## config.mk

```make
export PLATFORM = sky130hd
export DESIGN_NAME = limit_switch_position_servo
export DESIGN_NICKNAME = d
export VERILOG_FILES = /design/src/rtl/lsps_pkg.sv /design/src/rtl/lsps_drive.sv /design/src/rtl/limit_switch_position_servo.sv
export SDC_FILE = /design/constraint.sdc
export NUM_CORES = 1
export LEC_CHECK = 0
export CAP_MARGIN = 20
export CORE_ASPECT_RATIO = 1.75
export CORE_MARGIN = 2
export CORE_UTILIZATION = 35
export CTS_CLUSTER_SIZE = 16
export DETAILED_ROUTE_END_ITERATION = 12
export DONT_BUFFER_PORTS = 1
export RECOVER_POWER = 100
export SLEW_MARGIN = 20
export SYNTH_ARGS = -nofsm -noshare
export SYNTH_HDL_FRONTEND = slang
export SYNTH_SLANG_ARGS = --single-unit
```

## constraint.sdc

```tcl
create_clock -name clock -period 8.6 [get_ports clock]
set_input_delay 1.72 -clock clock [delete_from_list [all_inputs] [get_ports clock]]
set_output_delay 1.72 -clock clock [all_outputs]
set_load 0.03 [all_outputs]
```

## src/rtl/lsps_pkg.sv

```systemverilog
`timescale 1ns / 1ps
// ----------------------------------------------------------------------------
// lsps_pkg
// Shared constants, codes and types of the limit switch position servo.
// ----------------------------------------------------------------------------
package lsps_pkg;

   // encoder span between the two end switches
   localparam int unsigned LOW_END_COUNT  = 29720;
   localparam int unsigned HIGH_END_COUNT = 30000;
   localparam int unsigned SPAN           = HIGH_END_COUNT - LOW_END_COUNT;

   // target scale: 0 and TARGET_FULL seek an end switch
   localparam int unsigned TARGET_FULL = 250;
   localparam int unsigned TARGET_W    = 8;

   // field widths
   localparam int unsigned COUNT_W  = 16;
   localparam int unsigned DRIVE_W  = 10;
   localparam int unsigned DBAND_W  = 8;
   localparam int unsigned STATUS_W = 2;

   // configuration port
   localparam int unsigned CSR_INDEX_W = 3;
   localparam int unsigned CSR_DATA_W  = 10;
   localparam logic [CSR_INDEX_W-1:0] REG_DEADBAND   = 3'd0;
   localparam logic [CSR_INDEX_W-1:0] REG_MIN_DRIVE  = 3'd1;
   localparam logic [CSR_INDEX_W-1:0] REG_MAX_DRIVE  = 3'd2;
   localparam logic [CSR_INDEX_W-1:0] REG_SEEK_DRIVE = 3'd3;
   localparam logic [CSR_INDEX_W-1:0] REG_ZERO_HIGH  = 3'd4;

   localparam logic [DBAND_W-1:0] DEADBAND_RESET   = 8'd5;
   localparam logic [DRIVE_W-1:0] MIN_DRIVE_RESET  = 10'd500;
   localparam logic [DRIVE_W-1:0] MAX_DRIVE_RESET  = 10'd1000;
   localparam logic [DRIVE_W-1:0] SEEK_DRIVE_RESET = 10'd700;

   // target offset = t * SPAN / TARGET_FULL, split into whole and remainder parts
   localparam int unsigned OFF_W      = $clog2(SPAN + 1);
   localparam int unsigned SPAN_WHOLE = SPAN / TARGET_FULL;
   localparam int unsigned SPAN_REM   = SPAN % TARGET_FULL;
   localparam int unsigned REM_W      = $clog2(255 * (TARGET_FULL - 1) + 1);
   localparam int unsigned FRAC_SHIFT = 24;
   localparam int unsigned FRAC_RECIP = (2**FRAC_SHIFT + TARGET_FULL - 1) / TARGET_FULL;
   localparam int unsigned FRAC_PROD_W = FRAC_SHIFT + OFF_W;

   // target and error widths
   localparam int unsigned TGT_W = COUNT_W + 1;
   localparam int unsigned ERR_W = COUNT_W + 2;

   // proportional drive: mag * |max - min| / SPAN by reciprocal
   localparam int unsigned PROD_W     = OFF_W + DRIVE_W;
   localparam int unsigned DIV_SHIFT  = 28;
   localparam int unsigned DIV_RECIP  = (2**DIV_SHIFT + SPAN - 1) / SPAN;
   localparam int unsigned DIV_PROD_W = DIV_SHIFT + DRIVE_W;

   // motor command codes
   localparam int unsigned CMD_W = 3;
   localparam logic [CMD_W-1:0] CMD_STOP      = 3'd0;
   localparam logic [CMD_W-1:0] CMD_UP        = 3'd1;
   localparam logic [CMD_W-1:0] CMD_DOWN      = 3'd2;
   localparam logic [CMD_W-1:0] CMD_LOAD_HIGH = 3'd3;
   localparam logic [CMD_W-1:0] CMD_LOAD_LOW  = 3'd4;

   // motion status codes
   localparam logic [STATUS_W-1:0] STATUS_STOP = 2'd0;
   localparam logic [STATUS_W-1:0] STATUS_UP   = 2'd1;
   localparam logic [STATUS_W-1:0] STATUS_DOWN = 2'd2;

   // cycles from accept to result strobe
   localparam int unsigned LATENCY = 8;

   // switch and seek flags carried along the front stages
   typedef struct packed {
      logic seek;
      logic seek_high;
      logic low_sw;
      logic high_sw;
   } flags_type;

   // decision handed to the drive stages
   typedef struct packed {
      logic             valid;
      logic [CMD_W-1:0] cmd;
      logic             seek;
      logic             sat;
      logic [OFF_W-1:0] mag;
   } dec_type;

endpackage

```

## src/rtl/lsps_drive.sv

```systemverilog
`timescale 1ns / 1ps
// ----------------------------------------------------------------------------
// lsps_drive
// Proportional drive (product, reciprocal divide) and result formatting.
// ----------------------------------------------------------------------------
module lsps_drive (
   input  logic                             clock,
   input  logic                             reset,
   input  lsps_pkg::dec_type                dec,
   input  logic [lsps_pkg::DRIVE_W-1:0]     min_drive,
   input  logic [lsps_pkg::DRIVE_W-1:0]     max_drive,
   input  logic [lsps_pkg::DRIVE_W-1:0]     seek_drive,
   output logic                             rsp_strobe,
   output logic [lsps_pkg::DRIVE_W-1:0]     rsp_drive_up,
   output logic [lsps_pkg::DRIVE_W-1:0]     rsp_drive_down,
   output logic                             rsp_reload_counter,
   output logic [lsps_pkg::COUNT_W-1:0]     rsp_reload_value,
   output logic [lsps_pkg::STATUS_W-1:0]    rsp_motion_status
);

   logic                                ascend;
   logic [lsps_pkg::DRIVE_W-1:0]        diff_abs;

   lsps_pkg::dec_type                   ctl1_ff, ctl2_ff;
   logic [lsps_pkg::PROD_W-1:0]         prod_in, prod_ff;
   logic [lsps_pkg::DIV_PROD_W-1:0]     recip_prod;
   logic [lsps_pkg::DRIVE_W-1:0]        quot_in, quot_ff;
   logic [lsps_pkg::DRIVE_W-1:0]        drive;

   logic                                strobe_in, strobe_ff;
   logic [lsps_pkg::DRIVE_W-1:0]        up_in, up_ff, down_in, down_ff;
   logic                                reload_in, reload_ff;
   logic [lsps_pkg::COUNT_W-1:0]        rval_in, rval_ff;
   logic [lsps_pkg::STATUS_W-1:0]       status_in, status_ff;

   assign ascend   = (max_drive >= min_drive);
   assign diff_abs = ascend ? (max_drive - min_drive) : (min_drive - max_drive);

   // stage 1: error magnitude times drive range
   assign prod_in = lsps_pkg::PROD_W'(dec.mag) * lsps_pkg::PROD_W'(diff_abs);

   // stage 2: divide by the span through its reciprocal
   assign recip_prod = lsps_pkg::DIV_PROD_W'(prod_ff)
                     * lsps_pkg::DIV_PROD_W'(lsps_pkg::DIV_RECIP);
   assign quot_in    = recip_prod[lsps_pkg::DIV_PROD_W-1:lsps_pkg::DIV_SHIFT];

   // stage 3: final drive and result fields
   always_comb begin
      if (ctl2_ff.sat) begin
         drive = max_drive;
      end else if (ascend) begin
         drive = min_drive + quot_ff;
      end else begin
         drive = min_drive - quot_ff;
      end
      strobe_in = ctl2_ff.valid;
      up_in     = '0;
      down_in   = '0;
      reload_in = 1'b0;
      rval_in   = '0;
      status_in = lsps_pkg::STATUS_STOP;
      case (ctl2_ff.cmd)
         lsps_pkg::CMD_UP: begin
            up_in     = ctl2_ff.seek ? seek_drive : drive;
            status_in = lsps_pkg::STATUS_UP;
         end
         lsps_pkg::CMD_DOWN: begin
            down_in   = ctl2_ff.seek ? seek_drive : drive;
            status_in = lsps_pkg::STATUS_DOWN;
         end
         lsps_pkg::CMD_LOAD_HIGH: begin
            reload_in = 1'b1;
            rval_in   = lsps_pkg::COUNT_W'(lsps_pkg::HIGH_END_COUNT);
         end
         lsps_pkg::CMD_LOAD_LOW: begin
            reload_in = 1'b1;
            rval_in   = lsps_pkg::COUNT_W'(lsps_pkg::LOW_END_COUNT);
         end
         default: begin
         end
      endcase
   end

   always_ff @(posedge clock) begin
      if (reset) begin
         ctl1_ff   <= '0;
         ctl2_ff   <= '0;
         strobe_ff <= 1'b0;
      end else begin
         ctl1_ff   <= dec;
         ctl2_ff   <= ctl1_ff;
         strobe_ff <= strobe_in;
      end
      prod_ff   <= prod_in;
      quot_ff   <= quot_in;
      up_ff     <= up_in;
      down_ff   <= down_in;
      reload_ff <= reload_in;
      rval_ff   <= rval_in;
      status_ff <= status_in;
   end

   assign rsp_strobe         = strobe_ff;
   assign rsp_drive_up       = up_ff;
   assign rsp_drive_down     = down_ff;
   assign rsp_reload_counter = reload_ff;
   assign rsp_reload_value   = rval_ff;
   assign rsp_motion_status  = status_ff;

   // a proportional drive never leaves the span between min and max
   a_drive_bounded: assert property (@(posedge clock) disable iff (reset)
      (ctl2_ff.valid && !ctl2_ff.sat && ascend) |-> (drive <= max_drive))
      else $error("proportional drive above max");

   // the drive stages only ever carry what the decision stage handed in
   a_ctl_follows: assert property (@(posedge clock) disable iff (reset)
      ctl2_ff.valid |-> $past(dec.valid, 2))
      else $error("drive stage item without decision");

   // a reload always carries one of the two end counts
   a_reload_value: assert property (@(posedge clock) disable iff (reset)
      (strobe_ff && reload_ff) |->
         (rval_ff == lsps_pkg::COUNT_W'(lsps_pkg::HIGH_END_COUNT) ||
          rval_ff == lsps_pkg::COUNT_W'(lsps_pkg::LOW_END_COUNT)))
      else $error("reload value is not an end count");

endmodule

```

## src/rtl/limit_switch_position_servo.sv

```systemverilog
`timescale 1ns / 1ps
// ----------------------------------------------------------------------------
// limit_switch_position_servo
// Position servo with end switches, seek-to-end targets and a deadband.
// ----------------------------------------------------------------------------
//  channel  | ports                                   | handshake
//  ---------+-----------------------------------------+---------------------------
//  request  | start, busy, req_*                      | accepted when start & !busy
//  response | rsp_strobe, rsp_*                       | one strobe per item, no stall
//  csr      | csr_we, csr_index, csr_wdata            | write when csr_we high
//
//  one item per clock; busy stays low, the pipeline never holds an item back
//  each item's result strobes after the 8 register stages: input capture,
//  offset product, reciprocal divide, error, decision, drive product,
//  reciprocal divide by the span and the output register
//  synchronous reset clears the valid bits and loads the register defaults
// ----------------------------------------------------------------------------
module limit_switch_position_servo (
   input  logic                              clock,
   input  logic                              reset,
   input  logic                              start,
   output logic                              busy,
   input  logic [lsps_pkg::TARGET_W-1:0]     req_target_position,
   input  logic [lsps_pkg::COUNT_W-1:0]      req_encoder_count,
   input  logic                              req_low_switch_pressed,
   input  logic                              req_high_switch_pressed,
   output logic                              rsp_strobe,
   output logic [lsps_pkg::DRIVE_W-1:0]      rsp_drive_up,
   output logic [lsps_pkg::DRIVE_W-1:0]      rsp_drive_down,
   output logic                              rsp_reload_counter,
   output logic [lsps_pkg::COUNT_W-1:0]      rsp_reload_value,
   output logic [lsps_pkg::STATUS_W-1:0]     rsp_motion_status,
   input  logic                              csr_we,
   input  logic [lsps_pkg::CSR_INDEX_W-1:0]  csr_index,
   input  logic [lsps_pkg::CSR_DATA_W-1:0]   csr_wdata
);

   // configuration registers
   logic [lsps_pkg::DBAND_W-1:0]  deadband_in, deadband_ff;
   logic [lsps_pkg::DRIVE_W-1:0]  min_drive_in, min_drive_ff;
   logic [lsps_pkg::DRIVE_W-1:0]  max_drive_in, max_drive_ff;
   logic [lsps_pkg::DRIVE_W-1:0]  seek_drive_in, seek_drive_ff;
   logic                          zero_high_in, zero_high_ff;

   logic                          req_accept;

   // stage 1: captured item
   logic                          v1_ff;
   logic [lsps_pkg::TARGET_W-1:0] t1_in, t1_ff;
   logic [lsps_pkg::COUNT_W-1:0]  cnt1_ff;
   logic                          lsw1_ff, hsw1_ff;

   // stage 2: seek flags and offset partial products
   logic                          v2_ff;
   lsps_pkg::flags_type           fl2_in, fl2_ff;
   logic [lsps_pkg::OFF_W-1:0]    whole2_in, whole2_ff;
   logic [lsps_pkg::REM_W-1:0]    rem2_in, rem2_ff;
   logic [lsps_pkg::COUNT_W-1:0]  cnt2_ff;

   // stage 3: offset from the start end
   logic                          v3_ff;
   lsps_pkg::flags_type           fl3_ff;
   logic [lsps_pkg::FRAC_PROD_W-1:0] frac_prod;
   logic [lsps_pkg::OFF_W-1:0]    off3_in, off3_ff;
   logic [lsps_pkg::COUNT_W-1:0]  cnt3_ff;

   // stage 4: position error
   logic                          v4_ff;
   lsps_pkg::flags_type           fl4_ff;
   logic [lsps_pkg::TGT_W-1:0]    target;
   logic signed [lsps_pkg::ERR_W-1:0] err4_in, err4_ff;

   // stage 5: decision
   logic signed [lsps_pkg::ERR_W-1:0] dband_s;
   logic                          move_up, move_down;
   logic signed [lsps_pkg::ERR_W-1:0] err_abs;
   logic [lsps_pkg::COUNT_W-1:0]  mag;
   lsps_pkg::dec_type             dec_in, dec_ff;

   assign busy       = 1'b0;
   assign req_accept = start && !busy;

   // register write decode
   always_comb begin
      deadband_in   = deadband_ff;
      min_drive_in  = min_drive_ff;
      max_drive_in  = max_drive_ff;
      seek_drive_in = seek_drive_ff;
      zero_high_in  = zero_high_ff;
      if (csr_we) begin
         unique case (csr_index)
            lsps_pkg::REG_DEADBAND:   deadband_in   = csr_wdata[lsps_pkg::DBAND_W-1:0];
            lsps_pkg::REG_MIN_DRIVE:  min_drive_in  = csr_wdata[lsps_pkg::DRIVE_W-1:0];
            lsps_pkg::REG_MAX_DRIVE:  max_drive_in  = csr_wdata[lsps_pkg::DRIVE_W-1:0];
            lsps_pkg::REG_SEEK_DRIVE: seek_drive_in = csr_wdata[lsps_pkg::DRIVE_W-1:0];
            lsps_pkg::REG_ZERO_HIGH:  zero_high_in  = csr_wdata[0];
            default: begin
            end
         endcase
      end
   end

   // stage 1: targets above full scale count as full scale
   assign t1_in = (req_target_position > lsps_pkg::TARGET_W'(lsps_pkg::TARGET_FULL)) ?
                  lsps_pkg::TARGET_W'(lsps_pkg::TARGET_FULL) : req_target_position;

   // stage 2
   always_comb begin
      fl2_in.seek      = (t1_ff == '0) ||
                         (t1_ff == lsps_pkg::TARGET_W'(lsps_pkg::TARGET_FULL));
      fl2_in.seek_high = (t1_ff == '0) ? zero_high_ff : !zero_high_ff;
      fl2_in.low_sw    = lsw1_ff;
      fl2_in.high_sw   = hsw1_ff;
   end
   assign whole2_in = lsps_pkg::OFF_W'(t1_ff * lsps_pkg::SPAN_WHOLE);
   assign rem2_in   = lsps_pkg::REM_W'(t1_ff * lsps_pkg::SPAN_REM);

   // stage 3: remainder part divided by full scale through its reciprocal
   assign frac_prod = lsps_pkg::FRAC_PROD_W'(rem2_ff)
                    * lsps_pkg::FRAC_PROD_W'(lsps_pkg::FRAC_RECIP);
   assign off3_in   = whole2_ff
                    + frac_prod[lsps_pkg::FRAC_PROD_W-1:lsps_pkg::FRAC_SHIFT];

   // stage 4
   assign target  = zero_high_ff ?
                    (lsps_pkg::TGT_W'(lsps_pkg::HIGH_END_COUNT) - lsps_pkg::TGT_W'(off3_ff)) :
                    (lsps_pkg::TGT_W'(lsps_pkg::LOW_END_COUNT) + lsps_pkg::TGT_W'(off3_ff));
   assign err4_in = $signed(lsps_pkg::ERR_W'(target)) - $signed(lsps_pkg::ERR_W'(cnt3_ff));

   // stage 5: direction, switch check and saturation
   assign dband_s   = $signed(lsps_pkg::ERR_W'(deadband_ff));
   assign move_up   = (err4_ff > dband_s);
   assign move_down = (err4_ff < -dband_s);
   assign err_abs   = move_up ? err4_ff : -err4_ff;
   assign mag       = err_abs[lsps_pkg::COUNT_W-1:0];

   always_comb begin
      dec_in.valid = v4_ff;
      dec_in.seek  = fl4_ff.seek;
      dec_in.sat   = (mag >= lsps_pkg::COUNT_W'(lsps_pkg::SPAN));
      dec_in.mag   = mag[lsps_pkg::OFF_W-1:0];
      if (fl4_ff.seek) begin
         if (fl4_ff.seek_high) begin
            dec_in.cmd = fl4_ff.high_sw ? lsps_pkg::CMD_LOAD_HIGH : lsps_pkg::CMD_UP;
         end else begin
            dec_in.cmd = fl4_ff.low_sw ? lsps_pkg::CMD_LOAD_LOW : lsps_pkg::CMD_DOWN;
         end
      end else if (move_up) begin
         dec_in.cmd = fl4_ff.high_sw ? lsps_pkg::CMD_LOAD_HIGH : lsps_pkg::CMD_UP;
      end else if (move_down) begin
         dec_in.cmd = fl4_ff.low_sw ? lsps_pkg::CMD_LOAD_LOW : lsps_pkg::CMD_DOWN;
      end else begin
         dec_in.cmd = lsps_pkg::CMD_STOP;
      end
   end

   always_ff @(posedge clock) begin
      if (reset) begin
         deadband_ff   <= lsps_pkg::DEADBAND_RESET;
         min_drive_ff  <= lsps_pkg::MIN_DRIVE_RESET;
         max_drive_ff  <= lsps_pkg::MAX_DRIVE_RESET;
         seek_drive_ff <= lsps_pkg::SEEK_DRIVE_RESET;
         zero_high_ff  <= 1'b1;
         v1_ff         <= 1'b0;
         v2_ff         <= 1'b0;
         v3_ff         <= 1'b0;
         v4_ff         <= 1'b0;
         dec_ff        <= '0;
      end else begin
         deadband_ff   <= deadband_in;
         min_drive_ff  <= min_drive_in;
         max_drive_ff  <= max_drive_in;
         seek_drive_ff <= seek_drive_in;
         zero_high_ff  <= zero_high_in;
         v1_ff         <= req_accept;
         v2_ff         <= v1_ff;
         v3_ff         <= v2_ff;
         v4_ff         <= v3_ff;
         dec_ff        <= dec_in;
      end
      t1_ff     <= t1_in;
      cnt1_ff   <= req_encoder_count;
      lsw1_ff   <= req_low_switch_pressed;
      hsw1_ff   <= req_high_switch_pressed;
      fl2_ff    <= fl2_in;
      whole2_ff <= whole2_in;
      rem2_ff   <= rem2_in;
      cnt2_ff   <= cnt1_ff;
      fl3_ff    <= fl2_ff;
      off3_ff   <= off3_in;
      cnt3_ff   <= cnt2_ff;
      fl4_ff    <= fl3_ff;
      err4_ff   <= err4_in;
   end

   lsps_drive u_drive (
      .clock              (clock),
      .reset              (reset),
      .dec                (dec_ff),
      .min_drive          (min_drive_ff),
      .max_drive          (max_drive_ff),
      .seek_drive         (seek_drive_ff),
      .rsp_strobe         (rsp_strobe),
      .rsp_drive_up       (rsp_drive_up),
      .rsp_drive_down     (rsp_drive_down),
      .rsp_reload_counter (rsp_reload_counter),
      .rsp_reload_value   (rsp_reload_value),
      .rsp_motion_status  (rsp_motion_status)
   );

   // every accepted item comes out after the fixed latency
   a_item_out: assert property (@(posedge clock) disable iff (reset)
      req_accept |-> ##(lsps_pkg::LATENCY) rsp_strobe)
      else $error("accepted item lost");

   // no result without an item accepted the latency earlier
   a_no_extra: assert property (@(posedge clock) disable iff (reset)
      rsp_strobe |-> $past(req_accept, lsps_pkg::LATENCY))
      else $error("result without accepted item");

   // a counter reload always stops the motor
   a_reload_stops: assert property (@(posedge clock) disable iff (reset)
      (rsp_strobe && rsp_reload_counter) |->
         (rsp_motion_status == lsps_pkg::STATUS_STOP &&
          rsp_drive_up == '0 && rsp_drive_down == '0))
      else $error("reload while driving");

   // never drive both directions at once
   a_one_direction: assert property (@(posedge clock) disable iff (reset)
      rsp_strobe |-> (rsp_drive_up == '0 || rsp_drive_down == '0))
      else $error("both directions driven");

endmodule

```

; Word level (Yosys, flattened, before mapping)
; Cells that the tools add are included.
[totals]
word_cells = 106
ff_bits = 255
in_bits = 43
[classes]
multipliers = 4
n_eq_ne = 9
magnitude_cmp = 5
n_reduce_logical = 10
mux = 16
n_addsub = 10
[op_table]
columns = op, n
row1 = 10-bit two-way mux, 4
row2 = 19-bit by 20-bit multiplier with 38-bit output (second input constant), 1
row3 = 15-bit case mux with 2 select lines, 1
row4 = 10-bit subtractor, 3
row5 = 12-bit by 17-bit multiplier with 29-bit output (second input constant), 1
row6 = 9-bit by 10-bit multiplier with 19-bit output, 1
row7 = 18-bit by 9-bit greater-than comparator with 1-bit output, 1
row8 = 18-bit less-than comparator, 1
row9 = 8-bit negator with 18-bit output, 1
row10 = 17-bit by 16-bit subtractor with 18-bit output, 1
row11 = 17-bit two-way mux, 1
row12 = 15-bit by 9-bit adder with 16-bit output (first input constant), 1
row13 = 16-bit by 9-bit greater-or-equal comparator with 1-bit output (second input constant), 1
row14 = 16-bit two-way mux, 1
row15 = 16-bit negator, 1
row16 = 15-bit by 9-bit subtractor with 16-bit output (first input constant), 1
row17 = 3-bit two-way mux, 5
row18 = 3-bit by 2-bit == test with 1-bit output (second input constant), 4
row19 = 8-bit by 4-bit multiplier with 12-bit output (second input constant), 1
row20 = 10-bit adder, 1
row21 = 10-bit greater-or-equal comparator, 1
row22 = 2-bit AND reduction, 5
row23 = 8-bit by 6-bit adder with 9-bit output, 1
row24 = 8-bit == test (second input constant), 1
row25 = other kinds (11), 14

; Longest topological paths before layout
; Gate-level depths: netlist of the first run.
[logic_depth]
ltp_word = 5
ltp_mapped = 30

; Modules after synthesis
; A second synthesis of the first run with hierarchy kept.
[hier_totals]
hier_cells = 2239
hier_area_um2 = 21464.3
[modules_own_cells]
columns = module, area_per_inst_um2, n_inst, seq_area_each_um2, cells_per_inst
row1 = lsps_drive, 12066.6, 1, 1341.3, 1297
row2 = limit_switch_position_servo, 9397.8, 1, 3483.3, 942

; Least setup slack after synthesis of the first run
; OpenSTA, ideal clock, no wires.
[synth_path]
path_type = register to register
from = register min_drive_ff[1] (netlist bit)
to = register u_drive.prod_ff[18] (netlist bit)
slack_ps = 1836
t_required_ps = 8485
path_stages_with_launch = 28
arrival_time_ps = 6649
path_buffers = 1
cell_sequence = dfxtp_1 > inv_1 > fa_1 > nand3_1 > a31oi_2 > o31ai_4 > buf_6 > mux2i_2 > a21boi_1 > o21ai_1 > xor2_1 > nand2_1 > fa_1 > inv_1 > fa_1 > inv_1 > fa_1 > fa_1 > inv_1 > ha_1 > o21ai_0 > a21boi_0 > o21ai_0 > a21boi_1 > o2111ai_1 > a31oi_1 > or4_1 > and3_1
[synth_between]
elab_chain_cells = 3
word_cells_on_any_way = 5
[synth_lines]
columns = item, line
row1 = from (decl), limit_switch_position_servo.sv:40  ; logic [lsps_pkg::DRIVE_W-1:0] min_drive_in, min_drive_ff;
row2 = from (signal assigned), limit_switch_position_servo.sv:160  ; min_drive_ff <= lsps_pkg::MIN_DRIVE_RESET;
row3 = from (signal assigned), limit_switch_position_servo.sv:171  ; min_drive_ff <= min_drive_in;
row4 = 10-bit subtractor or 10-bit greater-or-equal comparator (tied branches), "lsps_drive.sv:37, lsps_drive.sv:36"
row5 = 10-bit two-way mux (*), lsps_drive.sv:37  ; assign diff_abs = ascend ? (max_drive - min_drive) : (min_drive - max_drive);
row6 = 9-bit by 10-bit multiplier with 19-bit output (*), lsps_drive.sv:40  ; assign prod_in = lsps_pkg::PROD_W'(dec.mag) * lsps_pkg::PROD_W'(diff_abs);
row7 = named net u_drive.prod_in (one bit), lsps_drive.sv:25  ; logic [lsps_pkg::PROD_W-1:0] prod_in, prod_ff;
row8 = to (signal assigned), lsps_drive.sv:94  ; prod_ff <= prod_in;
row9 = to (decl), lsps_drive.sv:25
; Mark *: on every way through the listed nets, which the timed path passes. The rest lies on a longest branch.
; A chain may end at the register's enable or synchronous reset.

; Final worst setup path of the first run
; Ends and elaborated chain as after synthesis.

==> results of run 1 <==
-- flip-flops by register name (all words and copies together), names as in the netlist, 7 cells and up --
name / flops
deadband_ff: 8
off3_ff: 9
u_drive.prod_ff: 19
u_drive.quot_ff: 10
cnt3_ff: 16
dec_ff: 15
err4_ff: 18
u_drive.rsp_drive_down: 10
whole2_ff: 7
cnt2_ff: 16
u_drive.rsp_drive_up: 10
cnt1_ff: 16
seek_drive_ff: 10
max_drive_ff: 10
min_drive_ff: 10
t1_ff: 8
rem2_ff: 12
-- cell families after synthesis --
group	after synthesis	share of synthesized area
buffers and inverters	508	0.0938
multiplexers	27	0.0134
other	1	0.000178
AND/OR/NAND/NOR	470	0.109
XOR/XNOR	94	0.0397
AO/OA/AOI/OAI	271	0.0842
adder cells (fa/ha/maj)	598	0.432
flip-flops	241	0.229
-- cell usage after synthesis, drive strengths merged (3+ instances only) --
library cell	instances	area (um2)
a2111oi	3	32.5
a211o	11	97.6
a211oi	9	72.6
a21boi	6	45.0
a21o	27	203
a21oi	92	472
a31oi	6	43.8
and2	36	226
and3	9	56.3
buf	18	140
clkbuf	32	120
dfxtp	241	4820
fa	217	4340
ha	381	4770
inv	458	1720
mux2	4	48.8
mux2i	23	234
nand2	137	514
nand2b	13	81.3
nand3	21	105
nand3b	14	105
nand4	12	75.1
nor2	127	477
nor2b	30	188
nor3	25	125
nor3b	6	45.0
nor4	7	50.1
o211ai	9	67.6
o21a	14	105
o21ai	47	239
o21bai	15	113
o22ai	3	25.0
o31ai	9	81.3
or2	6	37.5
or3	9	56.3
or3b	4	35.0
or4	7	52.6
xnor2	68	611
xor2	26	228
-- layout by cell type (no fill, tap or decap), types with 9 or more instances in the layout --
cell type  netlist  layout
fa_1           217     217
a211oi_1         8       9
o21ai_0         43      44
ha_1           381     381
o21a_1          14      14
nand3b_1        14      14
nand4_1         12      12
clkbuf_16        0      22
xor2_1          26      26
nand2b_1        13      13
nand2_1        137     137
conb_1           1       9
nand3_1         21      21
a21oi_1         91      91
dfxtp_1        241     241
a21o_1          27      27
o21bai_1        15      15
mux2i_1         22      23
inv_1          458     458
o211ai_1         9       9
nor2b_1         30      30
nor2_1         127     127
xnor2_1         66      66
and2_1          35      33
and3_1           9       9
a211o_1         10      10
nor3_1          25      25
or3_1            9       9
-- worst max-delay path, stage by stage, from the launching register on --
cell       delay, ns
dfxtp_1         0.48
inv_1           0.13
fa_1            0.45
nand3_1         0.12
a31oi_1         0.17
o31ai_4         0.69
mux2i_1         0.46
a21boi_1        0.12
o21ai_1         0.15
xor2_1          0.63
nand2_1         0.16
fa_1            0.53
inv_1           0.05
fa_1            0.49
inv_1           0.05
fa_1            0.48
fa_1            0.54
inv_1           0.04
ha_1            0.32
o21ai_0         0.11
a21boi_0        0.14
o21ai_0         0.23
a21boi_1        0.14
o2111ai_1       0.27
a31oi_1         0.19
or4_1           0.41
and3_1          0.17
-- per-stage QoR --
step | cell area, um2 | hold slack, ns | setup WS [ns] | utilization
floorplan | 21100 | 0.310 | 1.84 | -
global placement | 21900 | 0.310 | 0.993 | 0.366
detailed placement | 21900 | 0.312 | 0.816 | 0.366
CTS | 22700 | 0.326 | 0.782 | 0.378
global route | 22600 | 0.330 | 0.170 | 0.378
finish | 22600 | 0.312 | 0.742 | 0.378
-- routing by layer --
layer / vias up / part of all wire / GRT usage
met5: - / 0 / 0
met4: 0 / 0.054 / 0.0790
met3: 116 / 0.025 / 0.0146
met2: 216 / 0.59 / 0.336
met1: 6982 / 0.33 / 0.140
li1: 7021 / - / -
-- worst max path at each step --
stage,from,endpoint,slack [ns],cells after the start
after CTS,min_drive_ff[1]$_SDFFE_PP0P_,u_drive.prod_ff[18]$_DFF_P_,0.78,26
after global routing,min_drive_ff[1]$_SDFFE_PP0P_,u_drive.prod_ff[18]$_DFF_P_,0.17,26
after detailed placement,min_drive_ff[1]$_SDFFE_PP0P_,u_drive.prod_ff[18]$_DFF_P_,0.82,26
after global placement,min_drive_ff[1]$_SDFFE_PP0P_,u_drive.prod_ff[18]$_DFF_P_,0.99,26
final,min_drive_ff[1]$_SDFFE_PP0P_,u_drive.prod_ff[18]$_DFF_P_,0.74,26
after floorplan,min_drive_ff[1]$_SDFFE_PP0P_,u_drive.prod_ff[18]$_DFF_P_,1.84,27
-- area by class of cell --
cell class / instances / area [um2] / share of cell area
Multi-Input combinational cell: 1469 / 14300 / 0.633
Sequential cell: 241 / 4820 / 0.213
Inverter: 458 / 1720 / 0.0760
Tap cell: 786 / 983 / 0.0435
Clock buffer: 29 / 637 / 0.0282
Clock inverter: 8 / 135 / 0.00597
Timing Repair Buffer: 2 / 7.51 / 0.000332
==> run_results.csv, run 1 <==
group,metric,value,unit
run_status,status,"complete, but fails checks",
run_status,violations,"capacitance limit, slew limit",
finish,nNetsFinal,2835,
worst_setup_path,r2r_slack,0.74,ns
synthesis,synth_edf_count,0,
cts,clkTransAtPathRegs,0.06,ns
route,avgViaCountPerCell,4.79,
cts,cts_tree,"done",
synthesis,yosys_most_used_dff,"dfxtp_1",
worst_setup_path,crit_arrival,8.27,ns
route,wl_per_cell,16.1,um
grt,antenna_found_initial,0,
worst_setup_path,start_kind,"flip-flop",
worst_setup_path,r2r_end,"u_drive.prod_ff[18]$_DFF_P_",
cts,clock-sinks,241,
route,drt-initial-drc-count,492,
route,drc,0,
cts,cts_hold_buf,0,
synthesis,synth-warning-count,0,
timing,fin_crit_sh,0.914,
worst_setup_path,rr_worst_depth,26,
placement,dp_cells,2956,
synthesis,yosysSeqAreaShare,0.229,
synthesis,async_flop_share,0,
timing,setup_viol,0,
floorplan,die_h,329,um
route,routed_wl,48200,um
min_path,min_from,"cnt1_ff[4]$_DFF_P_",
synthesis,synth_area_per_cell,9.55,um2
cts,cts_root_buf,"clkbuf_16",
placement,io_buffer_count,0,
timing,hold_viol,0,
cts,clkLatencyLatePin,0.54,ns
finish,instances_no_fill,2993,
finish,syn_to_final_growth,7.16,%
worst_setup_path,path_class,"reg -> reg",
finish,final_layout_size_suffix_gt1_frac,0.0263,
worst_setup_path,required,9.01,ns
synthesis,synthDistinctLibCells,80,
route,via_count,14300,
placement,place_hpwl,41800,um
cts,numCtsBuffers,22,
synthesis,ys_ff_latch,241,
floorplan,row_count,119,
timing,slew_viol_final,1,
worst_setup_path,end_kind,"flip-flop",
cts,ctsResizeCount,0,
grt,grt_first_pass_wirelength,77800,um
timing,period_minus_slack,7.86,ns
grt,grt.total_usage,0.157,
placement,place_congestion,0.933,
route,dr.pass1.iters,6,
min_path,hp-class,"reg -> reg",
floorplan,initial_core_util,0.353,
floorplan,dieArea,62400,um2
cts,clockBufferDepth,3,
finish,fill_cells,6090,
synthesis,synth_area,21100,um2
floorplan,coreArea,59900,um2
grt,grt_max_degree,72,
worst_setup_path,rr_startpoint,"min_drive_ff[1]$_SDFFE_PP0P_",
timing,finClkSkew,0.0262,ns
grt,grt_pass1_vias,15800,
grt,overflow,0,
cts,cts_setup_buffers,0,
synthesis,syn_inst,2210,
min_path,min_to,"cnt2_ff[4]$_DFF_P_",
timing,rsz0062_at_grt,"no",
route,ant_nets,0,
timing,max_freq,127,MHz
floorplan,die_w,190,um
timing,relSlewSlack,-0.128,
min_path,holdPathStages,0,
floorplan,ios,84,
worst_setup_path,crit_path_max_fanout,13,
timing,worst_slew_pin_slew,1.69,ns
run,max_cap_violations,1,
finish,n_antenna_cell,0,
timing,fin_tns_setup,0,ns
cts,htreeDepth,1,
Power of run 1 is not shown: default switching activity piles up to over one toggle a cycle in this logic, so the estimate is an artifact.
==> run 2, diff against run 1 <==
--- a/config.mk
+++ b/config.mk
@@ -8,7 +8,7 @@
 export CAP_MARGIN = 20
 export CORE_ASPECT_RATIO = 1.75
 export CORE_MARGIN = 2
-export CORE_UTILIZATION = 35
+export CORE_UTILIZATION = 45
 export CTS_CLUSTER_SIZE = 16
 export DETAILED_ROUTE_END_ITERATION = 12
 export DONT_BUFFER_PORTS = 1
==> run 2 against run 1 <==
Effect of this change: the flow still finishes with violations (capacitance limit, slew limit); die area fell by 22%; sequential cell count unchanged; wire length rose by 0.89%; sequential share of layout area up 0.22 points; highest routed layer is now met5; global-route usage rose by 4.8 points; maximum frequency up 2.0%; critical path depth stayed put; first-iteration DRC count rose by 7.1%; utilization is 10 points higher.
==> run_results.csv, run 2 (synthesized netlist as in run 1, its figures left out) <==
group,metric,value,unit
cts,clkTransAtPathRegs,0.07,ns
placement,place_congestion,0.907,
route,routed_wl,48700,um
grt,grt_pass1_vias,15700,
placement,dp_slack,1.08,ns
finish,n_antenna_cell,0,
cts,cts_tree,"done",
timing,finClkSkew,0.0143,ns
cts,ctsResizeCount,0,
cts,cts_root_buf,"clkbuf_16",
run_status,violations,"capacitance limit, slew limit",
finish,final_layout_size_suffix_gt1_frac,0.0281,
finish,mostFrequentLayoutCell,"inv_1",
worst_setup_path,path_class,"reg -> reg",
grt,antenna_found_initial,1,
floorplan,initial_core_util,0.453,
finish,nNetsFinal,2835,
floorplan,row_count,105,
timing,worst_slew_pin_slew,1.73,ns
finish,largest_register_ffs,19,
cts,htreeDepth,1,
placement,place_hpwl,42000,um
worst_setup_path,end_kind,"flip-flop",
cts,cts_setup_buffers,0,
timing,slew_viol_final,7,
floorplan,die_h,291,um
timing,fin_ws,0.899,ns
min_path,hp-class,"reg -> reg",
cts,numCtsBuffers,22,
worst_setup_path,cp_top_family,"adder cells",
worst_setup_path,required,9.03,ns
grt,grt.total_usage,0.205,
worst_setup_path,crit_path_max_fanout,11,
timing,setup_viol,0,
floorplan,coreArea,46600,um2
finish,syn_to_final_growth,6.06,%
finish,largestRegisters,"u_drive.prod_ff x19, err4_ff x18",
worst_setup_path,critical-path-max-stage-delay,0.60,ns
timing,fin_crit_sh,0.895,
floorplan,dieArea,48700,um2
route,drt-initial-drc-count,527,
worst_setup_path,crit_arrival,8.14,ns
cts,clock-sinks,241,
grt,overflow,0,
route,wl_per_cell,17.4,um
run,max_cap_violations,2,
placement,dp_cells,2758,
timing,fin_tns_setup,0,ns
floorplan,ios,84,
cts,clkLatencyLatePin,0.54,ns
timing,rsz0062_at_grt,"no",
worst_setup_path,path_common_cell,"fa_1",
floorplan,die_w,168,um
finish,instances_no_fill,2798,
timing,hold_viol,0,
route,via_count,14400,
route,drc,0,
worst_setup_path,path_buf_inv,4,
grt,grt_first_pass_wirelength,78500,um
worst_setup_path,cpMaxStageDelayCell,"o31ai_4",
cts,cts_hold_buf,0,
timing,max_freq,130,MHz
grt,grt_max_degree,72,
finish,regMostFlops,"u_drive.prod_ff",
timing,period_minus_slack,7.70,ns
route,ant_nets,0,
cts,clockBufferDepth,3,
worst_setup_path,start_kind,"flip-flop",
finish,final_cell_mix,"458 x inv_1, 381 x ha_1, 241 x dfxtp_1",
timing,relSlewSlack,-0.181,
placement,io_buffer_count,0,
route,dr.pass1.iters,5,
route,avgViaCountPerCell,5.15,
run_status,status,"complete, but fails checks",
==> run 2: routing by layer <==
metal,vias to the layer above,part of all wire,track usage
met4,2,0.065,0.120
met3,140,0.028,0.0245
met2,228,0.59,0.438
met1,7014,0.31,0.174
met5,-,0.00039,0
li1,7035,-,-
==> run 2: final timing paths <==
| check | from | endpoint | slack, ns | cells past startpoint |
|---|---|---|---|---|
| max reg2reg | min_drive_ff[1]$_SDFFE_PP0P_ | u_drive.prod_ff[18]$_DFF_P_ | 0.90 | 26 |
| min | cnt1_ff[8]$_DFF_P_ | cnt2_ff[8]$_DFF_P_ | 0.32 | 0 |
| max | min_drive_ff[1]$_SDFFE_PP0P_ | u_drive.prod_ff[18]$_DFF_P_ | 0.90 | 26 |
| min reg2reg | cnt1_ff[8]$_DFF_P_ | cnt2_ff[8]$_DFF_P_ | 0.32 | 0 |
==> run 2: layout make-up <==
| cell class | count | area, um2 |
|---|---|---|
| timing repair buffer | 2 | 11.3 |
| sequential | 241 | 4820 |
| clock inverter | 12 | 153 |
| tap | 588 | 736 |
| multi-input combinational | 1469 | 14300 |
| inverter | 458 | 1720 |
| clock buffer | 28 | 634 |
| fill | 4401 | 24200 |
==> run 2: stage by stage <==
stage / area [um2] / util / hold WS [ns]
after global placement: 21600 / 0.464 / 0.310
after floorplan: 21100 / - / 0.310
after detailed placement: 21600 / 0.464 / 0.312
after global routing: 22400 / 0.480 / 0.320
after CTS: 22400 / 0.481 / 0.321
final: 22400 / 0.480 / 0.317
Power of run 2 is left out for the same reason.
